**config.mk**
```make
export PLATFORM = sky130hd
export DESIGN_NAME = fixed_partition_placement_engine_unit
export DESIGN_NICKNAME = d
export VERILOG_FILES = /design/src/design/fppe_pkg.sv /design/src/design/fppe_pick.sv /design/src/design/fixed_partition_placement_engine_unit.sv
export SDC_FILE = /design/constraint.sdc
export NUM_CORES = 1
export LEC_CHECK = 0
export ABC_AREA = 1
export BUFFER_PORTS_ARGS = -buffer_cell sky130_fd_sc_hd__buf_2
export CORE_MARGIN = 1
export CORE_UTILIZATION = 35
export DETAILED_ROUTE_END_ITERATION = 10
export PLACE_DENSITY = 0.52
export SLEW_MARGIN = 10
export SYNTH_ARGS = -nofsm -noshare
export SYNTH_HDL_FRONTEND = slang
export SYNTH_SLANG_ARGS = --single-unit
export TNS_END_PERCENT = 5
```
**constraint.sdc**
```tcl
create_clock -name clock -period 4.7 [get_ports clock]
set_input_delay 0.705 -clock clock [delete_from_list [all_inputs] [get_ports clock]]
set_output_delay 0.705 -clock clock [all_outputs]
set_load 0.1 [all_outputs]
```
**src/design/fppe_pkg.sv**
```systemverilog
// shared types and constants for the fixed partition placement engine
// no dependencies
`timescale 1ns / 1ps
`default_nettype none

package fppe_pkg;

   localparam int BLOCKS_DEF    = 16;
   localparam int SIZE_BITS_DEF = 16;

   localparam int KIND_W   = 2;
   localparam int SLOT_W   = 4;
   localparam int AMOUNT_W = 16;
   localparam int NUM_W    = 4;
   localparam int CFG_W    = 5;
   localparam int POL_W    = 2;
   localparam int IN_DATA_W  = 24;
   localparam int OUT_DATA_W = 24;

   // input item kinds
   localparam logic [KIND_W-1:0] KIND_LOAD    = 2'd0;
   localparam logic [KIND_W-1:0] KIND_REQUEST = 2'd1;
   localparam logic [KIND_W-1:0] KIND_RESTART = 2'd2;

   // register indexes
   localparam logic CSR_POLICY = 1'b0;
   localparam logic CSR_BLOCKS = 1'b1;

   localparam logic [CFG_W-1:0] BLOCKS_IN_USE_RST = 5'd16;

   typedef enum logic [POL_W-1:0] {
      POL_FIRST = 2'd0,
      POL_NEXT  = 2'd1,
      POL_BEST  = 2'd2,
      POL_WORST = 2'd3
   } policy_type;

   typedef enum logic [1:0] {
      ST_IDLE,
      ST_SCAN,
      ST_LAST,
      ST_COMMIT
   } state_type;

   // control from the sequencer to the pick unit
   typedef struct packed {
      logic       clear;
      logic       eval;
      logic       cand_taken;
      policy_type policy;
   } pick_ctl_type;

endpackage

`default_nettype wire

```
**src/design/fppe_pick.sv**
```systemverilog
// pick unit: fit and ranking compare, holds the best candidate so far
// depends on fppe_pkg
`timescale 1ns / 1ps
`default_nettype none

module fppe_pick
   import fppe_pkg::*;
#(
   parameter int BLOCKS    = BLOCKS_DEF,
   parameter int SIZE_BITS = SIZE_BITS_DEF
) (
   input  wire logic                         clock,
   input  wire logic                         reset,
   input  wire pick_ctl_type                 ctl,
   input  wire logic [$clog2(BLOCKS)-1:0]    cand_pos,
   input  wire logic [SIZE_BITS-1:0]         cand_size,
   input  wire logic [AMOUNT_W-1:0]          demand,
   output logic                              found,
   output logic [$clog2(BLOCKS)-1:0]         best_pos,
   output logic [SIZE_BITS-1:0]              best_size
);

   localparam int IDX_W = $clog2(BLOCKS);
   localparam int CMP_W = (SIZE_BITS > AMOUNT_W) ? SIZE_BITS : AMOUNT_W;

   logic                 found_ff, found_in;
   logic [IDX_W-1:0]     pos_ff, pos_in;
   logic [SIZE_BITS-1:0] size_ff, size_in;
   logic                 fit;
   logic                 better;

   always_comb begin
      fit    = !ctl.cand_taken && (CMP_W'(cand_size) >= CMP_W'(demand));
      better = 1'b0;
      if (!found_ff) begin
         better = 1'b1;
      end else begin
         unique case (ctl.policy)
            POL_BEST:  better = cand_size < size_ff;
            POL_WORST: better = cand_size > size_ff;
            POL_FIRST,
            POL_NEXT:  better = 1'b0;
            default:   better = 1'b0;
         endcase
      end

      found_in = found_ff;
      pos_in   = pos_ff;
      size_in  = size_ff;
      if (ctl.clear) begin
         found_in = 1'b0;
      end else if (ctl.eval && fit && better) begin
         found_in = 1'b1;
         pos_in   = cand_pos;
         size_in  = cand_size;
      end
   end

   always_ff @(posedge clock) begin
      if (reset) begin
         found_ff <= 1'b0;
      end else begin
         found_ff <= found_in;
      end
      pos_ff  <= pos_in;
      size_ff <= size_in;
   end

   assign found     = found_ff;
   assign best_pos  = pos_ff;
   assign best_size = size_ff;

endmodule

`default_nettype wire

```
**src/design/fixed_partition_placement_engine_unit.sv**
```systemverilog
// top level of the fixed partition placement engine: sequencer, size memory, marks
// depends on fppe_pkg and fppe_pick
`timescale 1ns / 1ps
`default_nettype none

// Placement engine over a table of BLOCKS fixed blocks (size plus taken mark).
// Every input transfer yields exactly one result transfer. A load (tuser kind 0)
// writes one block size and frees the block; a restart (kind 2) frees all blocks
// and clears the next-fit pointer; both answer in the next cycle with all zero.
// A request (kind 1) walks the blocks in use through the single read port of the
// size memory, one block per cycle, and a shared compare unit keeps the best
// candidate for the policy (first, next, best, worst fit; ties to the lowest
// position, next fit starting at the pointer and wrapping). A request passes
// through an accept step, a read of each block in use, a step for the read
// latency and a commit step that waits until the result slot is free.
// The input is not ready while a request is in flight, nor while a finished result
// waits and cannot be replaced. Configuration must be written only while idle;
// a write is not held off during a scan.
// Reset clears marks, size-valid bits and the pointer at once; no clearing pass.

module fixed_partition_placement_engine_unit
   import fppe_pkg::*;
#(
   parameter int BLOCKS    = BLOCKS_DEF,
   parameter int SIZE_BITS = SIZE_BITS_DEF
) (
   input  wire logic                    clock,
   input  wire logic                    reset,
   // request channel
   input  wire logic                    req_tvalid,
   output logic                         req_tready,
   input  wire logic [IN_DATA_W-1:0]    req_tdata,   // block_slot[3:0], amount[19:4], zero
   input  wire logic [KIND_W-1:0]       req_tuser,   // kind[1:0]
   // result channel
   output logic                         rsp_tvalid,
   input  wire logic                    rsp_tready,
   output logic [OUT_DATA_W-1:0]        rsp_tdata,   // block_number[3:0], block_size[19:4], zero
   output logic                         rsp_tuser,   // granted[0]
   // register write port
   input  wire logic                    csr_we,
   input  wire logic                    csr_index,
   input  wire logic [CFG_W-1:0]        csr_wdata
);

   localparam int IDX_W = $clog2(BLOCKS);
   localparam int CNT_W = $clog2(BLOCKS + 1);

   // request payload fields
   logic [SLOT_W-1:0]   req_slot;
   logic [AMOUNT_W-1:0] req_amount;
   assign req_slot   = req_tdata[SLOT_W-1:0];
   assign req_amount = req_tdata[SLOT_W +: AMOUNT_W];

   // configuration
   policy_type       policy_ff;
   logic [CFG_W-1:0] blocks_cfg_ff;

   // sequencer and scan state
   state_type           state_ff, state_in;
   logic [AMOUNT_W-1:0] demand_ff, demand_in;
   logic [CNT_W-1:0]    n_ff, n_in;
   logic [CNT_W-1:0]    step_ff, step_in;
   logic [IDX_W-1:0]    addr_ff, addr_in;
   logic [IDX_W-1:0]    eval_pos_ff, eval_pos_in;
   logic                eval_vld_ff, eval_vld_in;

   // block table
   logic [SIZE_BITS-1:0] size_mem [BLOCKS];
   logic [SIZE_BITS-1:0] rd_q_ff;
   logic [BLOCKS-1:0]    size_vld_ff;
   logic [BLOCKS-1:0]    taken_ff;
   logic [IDX_W-1:0]     next_start_ff;

   // result register
   logic                 rsp_valid_ff, rsp_valid_in;
   logic                 rsp_granted_ff, rsp_granted_in;
   logic [NUM_W-1:0]     rsp_num_ff, rsp_num_in;
   logic [AMOUNT_W-1:0]  rsp_size_ff, rsp_size_in;

   // decoded controls
   logic                 out_free;
   logic                 accept;
   logic                 slot_ok;
   logic [IDX_W-1:0]     slot_idx;
   logic [CNT_W-1:0]     n_eff;
   logic [IDX_W-1:0]     scan_start;
   logic [CNT_W-1:0]     addr_inc;
   logic [CNT_W-1:0]     pick_inc;
   logic                 do_load;
   logic                 do_restart;
   logic                 do_commit;
   logic                 rd_en;
   logic [SIZE_BITS-1:0] cand_size;

   // pick unit hookup
   pick_ctl_type         pick_ctl;
   logic                 pick_found;
   logic [IDX_W-1:0]     pick_pos;
   logic [SIZE_BITS-1:0] pick_size;

   // result slot can be (re)loaded when empty or being drained this cycle
   assign out_free   = !rsp_valid_ff || rsp_tready;
   assign req_tready = (state_ff == ST_IDLE) && out_free;
   assign accept     = req_tvalid && req_tready;

   assign slot_ok  = 32'(req_slot) < BLOCKS;
   assign slot_idx = IDX_W'(req_slot);

   // effective block count, clamped to the table
   assign n_eff = (32'(blocks_cfg_ff) > BLOCKS) ? CNT_W'(BLOCKS) : CNT_W'(blocks_cfg_ff);

   // next fit starts at the pointer unless it sits outside the blocks in use
   assign scan_start = ((policy_ff == POL_NEXT) && (CNT_W'(next_start_ff) < n_eff))
                       ? next_start_ff : '0;

   assign addr_inc = CNT_W'(addr_ff) + CNT_W'(1);
   assign pick_inc = CNT_W'(pick_pos) + CNT_W'(1);

   // entries never loaded read as size zero
   assign cand_size = size_vld_ff[eval_pos_ff] ? rd_q_ff : '0;

   assign pick_ctl.clear      = accept;
   assign pick_ctl.eval       = eval_vld_ff;
   assign pick_ctl.cand_taken = taken_ff[eval_pos_ff];
   assign pick_ctl.policy     = policy_ff;

   always_comb begin
      state_in       = state_ff;
      demand_in      = demand_ff;
      n_in           = n_ff;
      step_in        = step_ff;
      addr_in        = addr_ff;
      eval_pos_in    = addr_ff;
      eval_vld_in    = 1'b0;
      rsp_valid_in   = rsp_tready ? 1'b0 : rsp_valid_ff;
      rsp_granted_in = rsp_granted_ff;
      rsp_num_in     = rsp_num_ff;
      rsp_size_in    = rsp_size_ff;
      do_load        = 1'b0;
      do_restart     = 1'b0;
      do_commit      = 1'b0;
      rd_en          = 1'b0;

      unique case (state_ff)
         ST_IDLE: begin
            if (accept) begin
               if (req_tuser == KIND_REQUEST) begin
                  demand_in = req_amount;
                  n_in      = n_eff;
                  step_in   = '0;
                  addr_in   = scan_start;
                  // nothing to scan with zero blocks in use
                  state_in  = (n_eff == '0) ? ST_COMMIT : ST_SCAN;
               end else begin
                  // load, restart and the unused kind answer at once, all zero
                  do_load        = (req_tuser == KIND_LOAD) && slot_ok;
                  do_restart     = req_tuser == KIND_RESTART;
                  rsp_valid_in   = 1'b1;
                  rsp_granted_in = 1'b0;
                  rsp_num_in     = '0;
                  rsp_size_in    = '0;
               end
            end
         end
         ST_SCAN: begin
            // one table read a cycle, compared in the next cycle
            rd_en       = 1'b1;
            eval_vld_in = 1'b1;
            eval_pos_in = addr_ff;
            addr_in     = (addr_inc == n_ff) ? '0 : IDX_W'(addr_inc);
            step_in     = step_ff + CNT_W'(1);
            if (step_in == n_ff) begin
               state_in = ST_LAST;
            end
         end
         ST_LAST: begin
            // last read lands in the pick unit on this edge
            state_in = ST_COMMIT;
         end
         ST_COMMIT: begin
            if (out_free) begin
               do_commit      = pick_found;
               rsp_valid_in   = 1'b1;
               rsp_granted_in = pick_found;
               rsp_num_in     = pick_found ? NUM_W'(pick_pos) : '0;
               rsp_size_in    = pick_found ? AMOUNT_W'(pick_size) : '0;
               state_in       = ST_IDLE;
            end
         end
         default: begin
            state_in = ST_IDLE;
         end
      endcase
   end

   // control registers
   always_ff @(posedge clock) begin
      if (reset) begin
         state_ff      <= ST_IDLE;
         eval_vld_ff   <= 1'b0;
         rsp_valid_ff  <= 1'b0;
         policy_ff     <= POL_FIRST;
         blocks_cfg_ff <= BLOCKS_IN_USE_RST;
         size_vld_ff   <= '0;
         taken_ff      <= '0;
         next_start_ff <= '0;
      end else begin
         state_ff     <= state_in;
         eval_vld_ff  <= eval_vld_in;
         rsp_valid_ff <= rsp_valid_in;

         if (csr_we) begin
            priority case (csr_index)
               CSR_POLICY: policy_ff     <= policy_type'(csr_wdata[POL_W-1:0]);
               CSR_BLOCKS: blocks_cfg_ff <= csr_wdata;
               default:    blocks_cfg_ff <= blocks_cfg_ff;
            endcase
         end

         if (do_load) begin
            size_vld_ff[slot_idx] <= 1'b1;
            taken_ff[slot_idx]    <= 1'b0;
         end
         if (do_restart) begin
            taken_ff      <= '0;
            next_start_ff <= '0;
         end
         if (do_commit) begin
            taken_ff[pick_pos] <= 1'b1;
            if (policy_ff == POL_NEXT) begin
               next_start_ff <= (pick_inc >= n_ff) ? '0 : IDX_W'(pick_inc);
            end
         end
      end
   end

   // payload registers
   always_ff @(posedge clock) begin
      demand_ff      <= demand_in;
      n_ff           <= n_in;
      step_ff        <= step_in;
      addr_ff        <= addr_in;
      eval_pos_ff    <= eval_pos_in;
      rsp_granted_ff <= rsp_granted_in;
      rsp_num_ff     <= rsp_num_in;
      rsp_size_ff    <= rsp_size_in;
   end

   // block size memory: one write port, one registered read port
   always_ff @(posedge clock) begin
      if (do_load) begin
         size_mem[slot_idx] <= SIZE_BITS'(req_amount);
      end
      if (rd_en) begin
         rd_q_ff <= size_mem[addr_ff];
      end
   end

   fppe_pick #(
      .BLOCKS    (BLOCKS),
      .SIZE_BITS (SIZE_BITS)
   ) u_pick (
      .clock     (clock),
      .reset     (reset),
      .ctl       (pick_ctl),
      .cand_pos  (eval_pos_ff),
      .cand_size (cand_size),
      .demand    (demand_ff),
      .found     (pick_found),
      .best_pos  (pick_pos),
      .best_size (pick_size)
   );

   assign rsp_tvalid = rsp_valid_ff;
   assign rsp_tuser  = rsp_granted_ff;
   assign rsp_tdata  = {{(OUT_DATA_W - NUM_W - AMOUNT_W){1'b0}}, rsp_size_ff, rsp_num_ff};

endmodule

`default_nettype wire

```
**Word level (Yosys, flattened, before mapping)**

Memory sizes are Yosys's and may differ from the RTL's. A register that Yosys moved wholly into a read port is not among the register bits.
Index checks and enable logic that the tools add are counted.

- Input port bits: 37
- Output and inout port bits: 27
- Memories: 1
- Bits in registers: 123
- Logic and storage cells: 145
- RAM bits: 256

- Reduce and logical (&&, ||, !) cells: 26
- Eq/ne operators: 15
- Bitwise operators: 6
- Mux-type cells: 64
- Magnitude comparators: 11
- $add $sub $neg: 3

Memories:

| name | depth | width | rd ports | clocked after Yosys merged registers in | write ports | RTL line | source |
|---|---|---|---|---|---|---|---|
| size_mem | 16 | 16 | 1 | 1 | 1 | fixed_partition_placement_engine_unit.sv:68 | `logic [SIZE_BITS-1:0] size_mem [BLOCKS];` |

Operators with widths:

| kind | number |
|---|---|
| 16-bit 2-to-1 mux | 9 |
| 4-bit 2-to-1 mux | 12 |
| 16-bit bitwise OR | 2 |
| 16-bit case mux with 2 select lines | 1 |
| 1-bit 2-to-1 mux | 23 |
| 16-bit bitwise AND | 1 |
| 16-bit greater-or-equal comparator | 1 |
| 16-bit greater-than comparator | 1 |
| 16-bit < comparator | 1 |
| 16-bit NOT | 1 |
| 4-bit case mux with 2 select lines | 2 |
| 4-bit by 5-bit < comparator with 1-bit output, second input constant | 3 |
| 5-bit 2-to-1 mux | 3 |
| 4-bit by 1-bit adder with 5-bit output, second input constant | 2 |
| 2-bit == test, second input constant | 5 |
| 5-bit == test | 2 |
| 2-bit 2-to-1 mux | 5 |
| 5-bit case mux with 2 select lines | 1 |
| 1-bit binary-select mux with 4-bit select | 2 |
| 1-bit demux with 4-bit select | 2 |
| 4-bit by 1-bit greater-or-equal comparator with 1-bit output, second input constant | 2 |
| 1-bit logical AND | 8 |
| 2-bit inequality test, second input constant | 4 |
| 2-bit case mux with 4 select lines | 1 |
| 18 further kinds | 31 |

**Longest topological paths before layout**

- Word-level depth: 11
- Gate-level depth with buffers: 24
- Gate-level depth less buffers: 21

**Modules after synthesis**

A second synthesis with hierarchy kept.

- Cells, all modules: 1486
- Area, all modules: 16877.4 um^2

Modules (own cells, without submodules):

| module | area each (um^2) | cells an instance | times used | sequential area each (um^2) |
|---|---|---|---|---|
| fixed_partition_placement_engine_unit | 15327.2 | 1307 | 1 | 10720.3 |
| fppe_pick | 1550.2 | 179 | 1 | 620.6 |

**Worst setup path after synthesis**

OpenSTA, ideal clock, no wires.

- Path type: reg-to-reg
- Start: reg rsp_valid_ff, in the netlist rsp_tvalid
- End: reg addr_ff[0], enable pin
- Slack: 0.174 ns
- Required time: 4.322 ns
- Cell stages (with the launch flop): 8
- Arrival time: 4.148 ns
- Buffers on the path: 0
- Period minus slack after synthesis: 4.526 ns
- Setup time: 0.378 ns
- Path through: dfxtp_1 inv_1 nor2_1 nor2_2 nand2_2 nor3_1 nor2_1 a21oi_1

- Cells in the longest elaborated chain, start to end: 6

RTL lines:

| what | RTL line | source |
|---|---|---|
| from (decl) | fixed_partition_placement_engine_unit.sv:75 | `logic rsp_valid_ff, rsp_valid_in;` |
| from (signal assigned) | fixed_partition_placement_engine_unit.sv:210 | `rsp_valid_ff <= rsp_valid_in;` |
| 1-bit logical NOT | fixed_partition_placement_engine_unit.sv:102 | `assign out_free = !rsp_valid_ff \|\| rsp_tready;` |
| 1-bit logical OR | fixed_partition_placement_engine_unit.sv:102 |  |
| 1-bit logical AND | fixed_partition_placement_engine_unit.sv:103 | `assign req_tready = (state_ff == ST_IDLE) && out_free;` |
| named net req_tready | fixed_partition_placement_engine_unit.sv:31 | `output logic req_tready,` |
| 1-bit logical AND | fixed_partition_placement_engine_unit.sv:104 | `assign accept = req_tvalid && req_tready;` |
| 2-bit inequality test (no line) | -- |  |
| 3-bit AND reduction (no line) | -- |  |
| to (signal assigned) | fixed_partition_placement_engine_unit.sv:242 | `addr_ff <= addr_in;` |
| to (decl) | fixed_partition_placement_engine_unit.sv:63 | `logic [IDX_W-1:0] addr_ff, addr_in;` |

The timed path passes the listed nets, and every way through them passes these cells.
A chain may end at the register's enable or synchronous reset.

**Worst setup path after layout**

- Start: reg eval_pos_ff[0]
- End: reg u_pick.size_ff[13], in the netlist u_pick.best_size[13], enable pin

- Cells in the longest elaborated chain, start to end: 8
- Elaborated cells between the ends (all ways): 15
- Those cells by class: order compare (3); mux (7); reduce/logical (5)

RTL lines:

| what | RTL line | source |
|---|---|---|
| from (decl) | fixed_partition_placement_engine_unit.sv:64 | `logic [IDX_W-1:0] eval_pos_ff, eval_pos_in;` |
| from (signal assigned) | fixed_partition_placement_engine_unit.sv:243 | `eval_pos_ff <= eval_pos_in;` |
| 1-bit binary-select mux with 4-bit select * | fixed_partition_placement_engine_unit.sv:120 | `assign cand_size = size_vld_ff[eval_pos_ff] ? rd_q_ff : '0;` |
| 1-bit 2-to-1 mux (not written as such) * | fixed_partition_placement_engine_unit.sv:120 |  |
| 16-bit 2-to-1 mux * | fixed_partition_placement_engine_unit.sv:120 |  |
| named net cand_size[9] | fixed_partition_placement_engine_unit.sv:93 | `logic [SIZE_BITS-1:0] cand_size;` |
| 16-bit greater-than comparator (tied with other cells) | fppe_pick.sv:40 | `POL_WORST: better = cand_size > size_ff;` |
| 1-bit case mux with 3 select lines / 1-bit logical AND (equally long branches) | fppe_pick.sv:38, fppe_pick.sv:33 |  |
| 1-bit 2-to-1 mux / 1-bit logical AND (equally long branches) | fppe_pick.sv:35, fppe_pick.sv:52 |  |
| 1-bit logical AND * | fppe_pick.sv:52 | `end else if (ctl.eval && fit && better) begin` |
| 2-bit AND reduction (no line) * | -- |  |
| to (signal assigned) | fppe_pick.sv:66 | `size_ff <= size_in;` |
| to (decl) | fppe_pick.sv:28 | `logic [SIZE_BITS-1:0] size_ff, size_in;` |

The timed path passes the listed nets; every way through them passes the cells marked *. The select of a mux whose other input is x is not followed.

==> results.sh <==
export IMPL_status="complete, no violations"
export IMPL_seq_area_frac_synth_pct=67.2
export IMPL_first_global_vias=10200
export IMPL_drc_errors=0
export IMPL_drtAntennaViolNets=0
export IMPL_ir_drop_mv=0.441
export IMPL_gr_total_overflow=0
export IMPL_ctsLongestPathBuffers=3
export IMPL_drt_iter0_markers=766
export IMPL_row_count=80
export IMPL_critPathLaunchType="register"
export IMPL_coreArea_um2=47600
export IMPL_synthArstFlopShare_pct=0
export IMPL_antenna_found_initial=1
export IMPL_clk_latency_ns=0.58
export IMPL_cp_end_kind="register"
export IMPL_vias=10500
export IMPL_gp_congestion=0.803
export IMPL_start_util_pct=35.4
export IMPL_cellLeakagePower_nw=7.17
export IMPL_grt_max_degree=193
export IMPL_slowest_stage="dfxtp_1"
export IMPL_skew_ns=0.0249
export IMPL_grt_pass1_wl_um=61500
export IMPL_rsz0062_at_grt="false"
export IMPL_yosys_warnings=0
export IMPL_slew_headroom_pct=28.6
export IMPL_netlist_area_leader_share_pct=61.1
export IMPL_die_w_um=222
export IMPL_min_path_type="in -> reg"
export IMPL_fmax_ghz=0.264
export IMPL_drive_above_1_share_pct=12.3
export IMPL_period_share_pct=80.7
export IMPL_cts_setup_buffers=0
export IMPL_finalHoldViolCount=0
export IMPL_path_clk_slew_ns=0.06
export IMPL_path_cells="inv_4, nand2_1, nand3_1, nand3_1, nand3_2, nand2_4, inv_1, nor2_1, ha_1, a21oi_1, nor2_1, a211oi_1, o221a_2, nand3_1, nand3_1, nand2_1, inv_1, buf_4"
export IMPL_cp_required_ns=4.94
export IMPL_criticalPathCategory="reg -> reg"
export IMPL_synth_area_top_cells="edfxtp_1 (61%), dfxtp_1 (6.2%), inv_1 (4.4%), mux2i_1 (3.8%), a21oi_1 (3.7%)"
export IMPL_cts_tree="built"
export IMPL_wl_per_cell_um=19.2
export IMPL_synth_top_area_cell="edfxtp_1"
export IMPL_final_min_clock_period_ns=3.79
export IMPL_cp_max_fo=20
export IMPL_fillers=4559
export IMPL_cts_max_level=2
export IMPL_ys_seq_elements=395
export IMPL_hpwl_um=23800
export IMPL_synth_flop_cell="edfxtp_1"
export IMPL_cts_resized=0
export IMPL_root_buffer="clkbuf_16"
export IMPL_synth_distinct_cells=46
export IMPL_drv_slew=0
export IMPL_synth_most_common_cell="edfxtp_1"
export IMPL_cts_made_buffers=44
export IMPL_hold_buffers=0
export IMPL_synth_cells=1394
export IMPL_io_pin_count=64
export IMPL_synth_edf_count=343
export IMPL_final_cell_count_no_fill=2102
export IMPL_worstMarginPinSlew_ns=1.07
export IMPL_seqCellArea_um2=11300
export IMPL_setup_violations=0
export IMPL_synth_area_um2=16900
export IMPL_syn_avg_cell_area_um2=12.1
export IMPL_synthToLayoutAreaGrowth_pct=14.0
export IMPL_track_usage_pct=16.5
export IMPL_diodes=0
export IMPL_layout_nets=1543
export IMPL_dieArea_um2=49100
export IMPL_power_density_nw_per_um2=567
export IMPL_arrival_ns=4.03
export IMPL_finalSetupTns_ns=0
export IMPL_synthTopCellsByCount="edfxtp_1 (343), inv_1 (197), a21oi_1 (124)"
export IMPL_numPortBuffers=55
export IMPL_crit_path_max_incr_delay_ns=0.76
export IMPL_drtPass1Iterations=8
export IMPL_multiInputGateArea_um2=4510
export IMPL_viasPerCell=4.99
export IMPL_crit_top_cell="nand3_1"
export IMPL_die_h_um=222
export IMPL_clock_sinks=395
export IMPL_place_inst=2027
export IMPL_wirelength_um=40400
export IMPL_maxCapViolations=0
[final timing paths]
kind | from | to | slack (ns) | cells after the start
worst max-delay path | eval_pos_ff[0]$_DFF_P_ | u_pick.best_size[13]$_DFFE_PP_ | 0.91 | 18
worst min-delay path | csr_wdata[4] | blocks_cfg_ff[4]$_SDFFE_PP1P_ | 0.37 | 3
worst max register to register | eval_pos_ff[0]$_DFF_P_ | u_pick.best_size[13]$_DFFE_PP_ | 0.91 | 18
worst min register to register | size_vld_ff[14]$_SDFFE_PP0P_ | size_vld_ff[14]$_SDFFE_PP0P_ | 0.46 | 2
[flip-flops by register name, indices dropped and copies added, names as in the netlist, 4 cells and up]
signal	count
u_pick.best_pos	4
size_mem	256
blocks_cfg_ff	5
size_vld_ff	16
n_ff	5
u_pick.best_size	16
taken_ff	16
eval_pos_ff	4
addr_ff	4
next_start_ff	4
rsp_num_ff	4
demand_ff	16
rsp_size_ff	16
step_ff	5
rd_q_ff	16
[cell families after synthesis]
kind of cell,count (synthesis),share of synthesized area (%)
buf+inv,270,6.34
fa+ha+maj,48,3.56
mux,64,3.80
other cells,1,0.0222
compound gates,323,11.0
flops,395,67.2
xor+xnor,11,0.571
simple gates,282,7.45
[layout make-up]
type	count	area share, %
clock buffer	52	5.94
timing repair buffer	77	2.42
inverter	208	4.07
clock inverter	23	1.10
multi-input combinational	732	23.5
sequential	395	59.0
tap	615	4.00
[placed cells by master (no fill, tap or decap), drive strengths merged, types with 59 or more instances in the layout]
master / n
a21oi: 125
buf: 77
edfxtp: 343
inv: 208
mux2i: 64
nand2: 107
nand3: 59
nor2: 93
o211ai: 66
o21ai: 107
[metal layers]
| layer | part of all wire (%) | vias up | track usage (%) |
|---|---|---|---|
| met1 | 45 | 5057 | 22.1 |
| met4 | 3.2 | 2 | 6.65 |
| met5 | 0.032 | - | 0 |
| met2 | 46 | 283 | 26.5 |
| met3 | 5.3 | 88 | 2.93 |
| li1 | - | 5055 | - |
[report_power, final]
group | internal, W | total, W | switching, W
logic | 0.000979 | 0.00331 | 0.00233
clock network | 0.00190 | 0.00328 | 0.00138
registers | 0.00414 | 0.00432 | 0.000182
[worst max-delay path, delay by kind of cell (launching register included)]
family | cells | cell delay [ns]
AO/OA/AOI/OAI | 3 | 0.55
adder cells (fa/ha/maj) | 1 | 0.30
buffers and inverters | 4 | 0.74
flip-flops | 1 | 0.76
AND/OR/NAND/NOR | 10 | 1.08
[per-stage QoR]
step | util (%) | area, um2 | hold slack (ns) | worst slack [ns] | total power (W)
6_report | 40.3 | 19200 | 0.366 | 0.909 | 0.0109
5_1_grt | 40.3 | 19200 | 0.363 | 0.487 | 0.0115
4_1_cts | 40.3 | 19200 | 0.341 | 0.826 | 0.0110
3_5_place_dp | 37.5 | 17900 | 0.450 | 0.829 | 0.00773
3_3_place_gp | 37.5 | 17900 | 0.444 | 0.859 | 0.00768
2_1_floorplan | - | 16900 | 0.343 | 0.174 | 0.00682
No activity file was read; power rests on OpenSTA's default activity.
